File: config.mk
export PLATFORM = sky130hd
export DESIGN_NAME = marker_framed_can_record_parser_core_flat
export DESIGN_NICKNAME = d
export VERILOG_FILES = /design/src/design/mfcrp_pkg.sv /design/src/design/mfcrp_if.sv /design/src/design/mfcrp_cell.sv /design/src/design/mfcrp_ctrl.sv /design/src/design/marker_framed_can_record_parser_core.sv /design/src/flat_wrapper.sv
export SDC_FILE = /design/constraint.sdc
export NUM_CORES = 1
export LEC_CHECK = 0
export BUFFER_PORTS_ARGS = -buffer_cell sky130_fd_sc_hd__buf_2
export CORE_UTILIZATION = 55
export CTS_CLUSTER_DIAMETER = 80
export DETAILED_ROUTE_END_ITERATION = 16
export PLACE_DENSITY = 0.82
export SYNTH_ARGS = -nofsm -noshare
export SYNTH_HDL_FRONTEND = slang
export SYNTH_SLANG_ARGS = --single-unit
File: constraint.sdc
create_clock -name i_clk -period 9.2 [get_ports i_clk]
set_input_delay 0 -clock i_clk [delete_from_list [all_inputs] [get_ports i_clk]]
set_output_delay 0 -clock i_clk [all_outputs]
set_load 0.1 [all_outputs]
File: src/design/mfcrp_pkg.sv
// Shared types and constants of the marker-framed record parser.
`default_nettype none

package mfcrp_pkg;

    localparam int PAYLOAD_BYTES = 13;
    localparam int CNT_W         = 4;
    localparam int ID_BYTES      = 4;
    localparam int DATA_BYTES    = 8;
    localparam int LEN_IDX       = 12;
    localparam int MAX_LEN       = 8;
    localparam int PADDR_W       = 3;

    localparam logic [7:0] START_MARKER_RST = 8'hAA;
    localparam logic [7:0] END_MARKER_RST   = 8'h55;

    // Register select bit of paddr: register i lies at byte address 4*i.
    localparam logic REG_START_MARKER = 1'b0;
    localparam logic REG_END_MARKER   = 1'b1;

    typedef enum logic [1:0] {
        PH_WAIT_START = 2'd0,
        PH_COLLECT    = 2'd1,
        PH_WAIT_END   = 2'd2
    } t_phase;

    typedef struct packed {
        logic shift;   // move the cell row one place and load the new byte
        logic emit;    // end marker matched: load the output register
    } t_ctrl;

endpackage

`default_nettype wire

File: src/design/mfcrp_if.sv
// Valid/ready channel interfaces for received bytes and parsed records.
`default_nettype none

interface mfcrp_in_if;
    logic       valid;
    logic       ready;
    logic [7:0] rx_byte;

    modport source (output valid, output rx_byte, input ready);
    modport sink   (input valid, input rx_byte, output ready);
endinterface

interface mfcrp_out_if;
    logic        valid;
    logic        ready;
    logic [31:0] frame_id;
    logic [63:0] frame_data;
    logic [3:0]  data_length;

    modport source (output valid, output frame_id, output frame_data,
                    output data_length, input ready);
    modport sink   (input valid, input frame_id, input frame_data,
                    input data_length, output ready);
endinterface

`default_nettype wire

File: src/design/mfcrp_cell.sv
// One payload byte cell of the shift row.
`default_nettype none

module mfcrp_cell (
    input  wire logic       i_clk,
    input  wire logic       i_shift,
    input  wire logic [7:0] i_byte,
    output logic      [7:0] o_byte
);

    logic [7:0] r_byte;

    // Take the neighbor's byte on a shift, hold otherwise.
    always_ff @(posedge i_clk) begin
        if (i_shift) begin
            r_byte <= i_byte;
        end
    end

    assign o_byte = r_byte;

endmodule

`default_nettype wire

File: src/design/mfcrp_ctrl.sv
// Frame phase sequencer: start/end marker checks and byte count.
`default_nettype none

module mfcrp_ctrl (
    input  wire logic             i_clk,
    input  wire logic             i_rst_n,
    input  wire logic             i_accept,
    input  wire logic [7:0]       i_byte,
    input  wire logic [7:0]       i_start_marker,
    input  wire logic [7:0]       i_end_marker,
    output mfcrp_pkg::t_ctrl      o_ctrl
);

    import mfcrp_pkg::*;

    t_phase           r_phase, n_phase;
    logic [CNT_W-1:0] r_cnt, n_cnt;
    logic             is_start, is_end;

    assign is_start = (i_byte == i_start_marker);
    assign is_end   = (i_byte == i_end_marker);

    always_ff @(posedge i_clk) begin
        if (!i_rst_n) begin
            r_phase <= PH_WAIT_START;
            r_cnt   <= '0;
        end else begin
            r_phase <= n_phase;
            r_cnt   <= n_cnt;
        end
    end

    // Next state
    always_comb begin
        n_phase = r_phase;
        n_cnt   = r_cnt;
        if (i_accept) begin
            unique case (r_phase)
                PH_COLLECT: begin
                    if (is_start) begin
                        n_cnt = '0;
                    end else begin
                        n_cnt = r_cnt + CNT_W'(1);
                        if (r_cnt == CNT_W'(PAYLOAD_BYTES - 1)) begin
                            n_phase = PH_WAIT_END;
                        end
                    end
                end
                PH_WAIT_END: begin
                    n_phase = PH_WAIT_START;
                    n_cnt   = '0;
                end
                default: begin
                    if (is_start) begin
                        n_phase = PH_COLLECT;
                        n_cnt   = '0;
                    end else begin
                        n_phase = PH_WAIT_START;
                    end
                end
            endcase
        end
    end

    // Outputs
    always_comb begin
        o_ctrl = '0;
        if (i_accept) begin
            unique case (r_phase)
                PH_COLLECT:  o_ctrl.shift = !is_start;
                PH_WAIT_END: o_ctrl.emit  = is_end;
                default:     o_ctrl = '0;
            endcase
        end
    end

endmodule

`default_nettype wire

File: src/design/marker_framed_can_record_parser_core.sv
// Top level of the marker-framed CAN record parser.
`default_nettype none

// Takes one received byte per request on i_rx and accepts a byte in every
// cycle while the record output register is empty or being drained, so the
// sustained rate is one byte per cycle; a stalled record holds i_rx.ready low
// until o_rec.ready takes it. After the start marker the next 13 bytes shift
// through a row of 13 byte cells (new byte into the last cell, each cell
// handing its byte to its lower neighbor), so once the row is full cell k
// holds payload byte k. A start marker during collection restarts the count
// without storing the byte. The byte after the 13th payload byte is checked
// against the end marker: on a match one record leaves through o_rec in the
// next cycle (identifier from bytes 0-3 little-endian, data from bytes 4-11
// with byte 4 in the low bits, length from byte 12 saturated to 8); any other
// byte, the start marker included, drops the frame. Either way the parser
// goes back to hunting for the start marker. The markers are set over the
// APB port: start marker at address 0 (reset 0xAA), end marker at address 4
// (reset 0x55); write them only while the stream is idle.
module marker_framed_can_record_parser_core (
    input  wire logic                        i_clk,
    input  wire logic                        i_rst_n,
    mfcrp_in_if.sink                         i_rx,
    mfcrp_out_if.source                      o_rec,
    input  wire logic                        psel,
    input  wire logic                        penable,
    input  wire logic                        pwrite,
    input  wire logic [mfcrp_pkg::PADDR_W-1:0] paddr,
    input  wire logic [31:0]                 pwdata,
    output logic      [31:0]                 prdata,
    output logic                             pready
);

    import mfcrp_pkg::*;

    // Configuration registers
    logic [7:0] r_start_marker;
    logic [7:0] r_end_marker;
    logic       cfg_wr;

    assign pready = 1'b1;
    assign cfg_wr = psel && penable && pwrite;

    always_ff @(posedge i_clk) begin
        if (!i_rst_n) begin
            r_start_marker <= START_MARKER_RST;
            r_end_marker   <= END_MARKER_RST;
        end else if (cfg_wr) begin
            unique case (paddr[2])
                REG_START_MARKER: r_start_marker <= pwdata[7:0];
                REG_END_MARKER:   r_end_marker   <= pwdata[7:0];
                default:          r_start_marker <= r_start_marker;
            endcase
        end
    end

    always_comb begin
        unique case (paddr[2])
            REG_START_MARKER: prdata = {24'd0, r_start_marker};
            REG_END_MARKER:   prdata = {24'd0, r_end_marker};
            default:          prdata = '0;
        endcase
    end

    // Input handshake: the output register frees up when drained this cycle.
    logic r_out_valid;
    logic accept;
    t_ctrl ctrl;

    assign i_rx.ready = !r_out_valid || o_rec.ready;
    assign accept     = i_rx.valid && i_rx.ready;

    mfcrp_ctrl u_ctrl (
        .i_clk          (i_clk),
        .i_rst_n        (i_rst_n),
        .i_accept       (accept),
        .i_byte         (i_rx.rx_byte),
        .i_start_marker (r_start_marker),
        .i_end_marker   (r_end_marker),
        .o_ctrl         (ctrl)
    );

    // Row of payload cells; the newest byte enters the top cell.
    logic [7:0] cell_q [PAYLOAD_BYTES];

    for (genvar k = 0; k < PAYLOAD_BYTES; k++) begin : g_cell
        logic [7:0] cell_d;
        if (k == PAYLOAD_BYTES - 1) begin : g_top
            assign cell_d = i_rx.rx_byte;
        end else begin : g_mid
            assign cell_d = cell_q[k+1];
        end
        mfcrp_cell u_cell (
            .i_clk   (i_clk),
            .i_shift (ctrl.shift),
            .i_byte  (cell_d),
            .o_byte  (cell_q[k])
        );
    end

    // Assemble the record from the full row.
    logic [31:0] rec_id;
    logic [63:0] rec_data;
    logic [3:0]  rec_len;

    always_comb begin
        for (int i = 0; i < ID_BYTES; i++) begin
            rec_id[8*i +: 8] = cell_q[i];
        end
        for (int i = 0; i < DATA_BYTES; i++) begin
            rec_data[8*i +: 8] = cell_q[ID_BYTES + i];
        end
        if (cell_q[LEN_IDX] > 8'(MAX_LEN)) begin
            rec_len = 4'(MAX_LEN);
        end else begin
            rec_len = cell_q[LEN_IDX][3:0];
        end
    end

    // Output register: load on a matched end marker, drop once taken.
    logic [31:0] r_out_id;
    logic [63:0] r_out_data;
    logic [3:0]  r_out_len;

    always_ff @(posedge i_clk) begin
        if (!i_rst_n) begin
            r_out_valid <= 1'b0;
        end else if (ctrl.emit) begin
            r_out_valid <= 1'b1;
        end else if (o_rec.ready) begin
            r_out_valid <= 1'b0;
        end
    end

    always_ff @(posedge i_clk) begin
        if (ctrl.emit) begin
            r_out_id   <= rec_id;
            r_out_data <= rec_data;
            r_out_len  <= rec_len;
        end
    end

    assign o_rec.valid       = r_out_valid;
    assign o_rec.frame_id    = r_out_id;
    assign o_rec.frame_data  = r_out_data;
    assign o_rec.data_length = r_out_len;

endmodule

`default_nettype wire
File: src/flat_wrapper.sv
// flat-port wrapper written by rule: the top's interface ports become plain ports
module marker_framed_can_record_parser_core_flat import mfcrp_pkg::*;
  (i_clk, i_rst_n, psel, penable, pwrite, paddr, pwdata, prdata, pready, i_rx_valid, i_rx_rx_byte, i_rx_ready, o_rec_valid, o_rec_frame_id, o_rec_frame_data, o_rec_data_length, o_rec_ready);
  mfcrp_in_if i_rx_i ();
  mfcrp_out_if o_rec_i ();
  input  wire logic i_clk;
  input  wire logic i_rst_n;
  input  wire logic psel;
  input  wire logic penable;
  input  wire logic pwrite;
  input  wire logic [mfcrp_pkg::PADDR_W-1:0] paddr;
  input  wire logic [31:0] pwdata;
  output logic      [31:0] prdata;
  output logic pready;
  input wire logic [$bits(i_rx_i.valid)-1:0] i_rx_valid;
  input wire logic [$bits(i_rx_i.rx_byte)-1:0] i_rx_rx_byte;
  output wire logic [$bits(i_rx_i.ready)-1:0] i_rx_ready;
  output wire logic [$bits(o_rec_i.valid)-1:0] o_rec_valid;
  output wire logic [$bits(o_rec_i.frame_id)-1:0] o_rec_frame_id;
  output wire logic [$bits(o_rec_i.frame_data)-1:0] o_rec_frame_data;
  output wire logic [$bits(o_rec_i.data_length)-1:0] o_rec_data_length;
  input wire logic [$bits(o_rec_i.ready)-1:0] o_rec_ready;
  assign i_rx_i.valid = i_rx_valid;
  assign i_rx_i.rx_byte = i_rx_rx_byte;
  assign i_rx_ready = i_rx_i.ready;
  assign o_rec_valid = o_rec_i.valid;
  assign o_rec_frame_id = o_rec_i.frame_id;
  assign o_rec_frame_data = o_rec_i.frame_data;
  assign o_rec_data_length = o_rec_i.data_length;
  assign o_rec_i.ready = o_rec_ready;
  marker_framed_can_record_parser_core u_core (.i_clk(i_clk), .i_rst_n(i_rst_n), .i_rx(i_rx_i), .o_rec(o_rec_i), .psel(psel), .penable(penable), .pwrite(pwrite), .paddr(paddr), .pwdata(pwdata), .prdata(prdata), .pready(pready));
endmodule
==> impl_metrics.tcl <==
set metrics [dict create \
    placed_area_mm2 0.00842 \
    fin_skew_ns 0.00781 \
    nets 623 \
    reg2reg_depth 5 \
    yosysWarnings 0 \
    grt_max_degree 82 \
    ys_seq_area_share_pct 86.3 \
    min_to "u_core.o_rec.valid$_SDFFE_PN0P_" \
    die_area_mm2 0.0144 \
    dieHeight_um 120 \
    r2r-start "u_core.r_end_marker[1]$_SDFFE_PN0P_" \
    yosys-top-cells-count "edfxtp_1, nand2_1, buf_4, dfxtp_1, nand3_1" \
    critPathMaxFanout 81 \
    viasPerCell 4.95 \
    ant_nets 0 \
    synth_cells 391 \
    synth_top_area_share_pct 80.3 \
    relSlewSlack_pct 33.7 \
    hp-start "o_rec_ready" \
    r2r-end "u_core.o_rec.frame_id[5]$_DFFE_PP_" \
    rsz0062_at_grt "no" \
    ios 185 \
    pwr_density_cell_mw_per_mm2 223 \
    portBuffers 133 \
    hp-class "in -> reg" \
    start_util_pct 57.0 \
    r2r_setup_slack_ns 6.09 \
    p_total_mw 2.10 \
    yosys.area.top_type "edfxtp_1" \
    cts_root_buf "clkbuf_16" \
    hold_depth 4 \
    max_freq_ghz 0.321 \
    post_cts_buffers 0 \
    synth_edf_count 204 \
    drt_drc_violations_left 0 \
    antenna_found_initial 0 \
    track_usage_pct 16.4 \
    vias 3768 \
    wl_per_cell_um 15.7 \
    syn2layout_area_growth_pct 23.3 \
    path_class "reg -> reg" \
    drt-total-wl_mm 12.0 \
    coreArea_mm2 0.0134 \
    num_rows 42 \
    h-tree-depth 1 \
    crit_path_start "u_core.r_end_marker[1]$_SDFFE_PN0P_" \
    diodes 0 \
    yosys_most_used_dff "edfxtp_1" \
    finalSetupViolCount 0 \
    design_area_mm2 0.00941 \
    ir_drop_v 0.000121 \
    first_pass_iters 4 \
    cts.sink_count 227 \
    yosys-top-cells-area "edfxtp_1, dfxtp_1, buf_4" \
    maxCapViolCount 0 \
    leakage_nw 3.40 \
    cts_tree "built" \
    grt_pass1_vias 3732 \
    die_width_um 120 \
    synthesis.area_mm2 0.00763 \
    status "finished clean" \
    clkTransAtPathRegs_ns 0.06 \
    hold_viol 0 \
    start_kind "flop" \
    period_minus_slack_ns 3.11 \
    drt_iter0_drc 174 \
    tightest_slew_ns 0.991 \
    ys_async_sr_fraction_pct 0 \
    clk_latency_ns 0.48 \
    end_kind "flop" \
    fin_crit_sh_pct 33.8 \
    numCtsBuffers 22 \
    fill_cells 840 \
    syn_avg_cell_area_um2 19.5 \
    fin_tns_setup_ns 0 \
    slew_viol_final 0 \
    crit_required_ns 9.29 \
    max-clock-path-buffers 3 \
    gp_congestion 0.743 \
    hpwlAfterDp_mm 7.58 \
    holdWs_ns 0.0214 \
    grt_pass1_wl_mm 18.1 \
    gr-total-overflow 0 \
    yosys_register_bits 227 \
    cp.arrival_ns 3.20 \
    yosys.cell_count.top_type "edfxtp_1" \
    yosysUniqueCellTypes 35 \
    drive_gt1_share_pct 30.6 \
]
where the power goes:
part           leakage (nW)  internal (mW)  switching, mW  total (mW)
clock network         0.354          0.538          0.345       0.884
registers              2.02           1.11        0.00214        1.11
logic                  1.02         0.0196         0.0807       0.100
layer usage:
layer / track usage, % / wire length (um) / share of wire (%) / vias up
met1: 19.9 / 4810 / 40 / 1824
met5: 0 / 0 / 0 / -
met3: 3.66 / 741 / 6.2 / 19
li1: - / - / - / 1766
met2: 29.2 / 6220 / 52 / 159
met4: 5.16 / 191 / 1.6 / 0
registers in the layout, indices dropped and copies added, names as in the netlist:
| signal | flops |
|---|---|
| u_core.r_end_marker | 8 |
| u_core.u_ctrl.r_cnt | 4 |
| u_core.o_rec.frame_data | 64 |
| u_core.r_start_marker | 8 |
| u_core.o_rec.frame_id | 32 |
| u_core.u_ctrl.r_phase | 2 |
| u_core.o_rec.data_length | 4 |
| u_core.g_cell.u_cell.o_byte | 104 |
| u_core.o_rec.valid | 1 |
how the worst max path moves through the flow:
stage,end,slack (ns),cells after the start
2_1_floorplan,u_core.o_rec.data_length[0]$_SDFFCE_PN0P_,2.79,4
3_3_place_gp,u_core.o_rec.frame_id[2]$_DFFE_PP_,6.09,5
3_5_place_dp,u_core.o_rec.frame_id[19]$_DFFE_PP_,6.00,5
4_1_cts,u_core.o_rec.frame_data[22]$_DFFE_PP_,5.98,5
5_1_grt,u_core.o_rec.frame_id[30]$_DFFE_PP_,5.79,5
6_report,u_core.o_rec.frame_id[5]$_DFFE_PP_,6.09,5
final cells by class:
type,count,area [um2],area share (%)
multi-input cells,147,898,9.54
clock buffers,25,583,6.19
repair buffers,161,941,9.99
inverters,10,37.5,0.399
flip-flops and latches,227,6590,70.0
clock inverters,15,148,1.57
well taps,176,220,2.34
metrics by stage:
stage               std cells  util [%]  setup slack (ns)
floorplan                 414         -              2.79
global placement          695      62.9              6.09
detailed placement        695      62.9              6.00
CTS                       761      70.3              5.98
global route              761      70.3              5.79
finish                    761      70.3              6.09
placed cells by master (no fill, tap or decap), types with 3 or more instances in the layout:
cell,n
nand4_1,3
clkinv_2,4
xnor2_1,3
nand2_1,35
nand3_1,14
ha_1,4
clkbuf_16,23
clkinv_1,6
nand2b_1,3
mux2_2,8
xor2_1,13
conb_1,25
dfxtp_1,23
nor2_1,3
edfxtp_1,204
and2_1,4
a21boi_0,8
bufinv_16,3
buf_2,133
inv_1,10
dlygate4sd3_1,26
a21oi_1,3
logic make-up after synthesis:
group                      Yosys count  synth area share, %
AOI/OAI and AO/OA                   19                 1.79
xor gates and xnor gates            16                 1.84
adders and majority gates            4                0.656
buffers and inverters               40                 3.21
DFF                                227                 86.3
muxes                               10                 1.44
other                                2               0.0984
and+or+nand+nor                     73                 4.67
timing repair:
item,4_1_cts,5_1_grt
hold buffers,26,0
hold endpoints to repair,28,0
resized for setup,0,0
critical path, stage by stage, from the launching register on:
cell	delay, ns
dfxtp_1	0.33
xor2_1	0.18
nor4_2	0.27
nand3_1	0.15
nor3_4	0.83
buf_4	0.90
No activity file was read; power rests on OpenSTA's default activity.
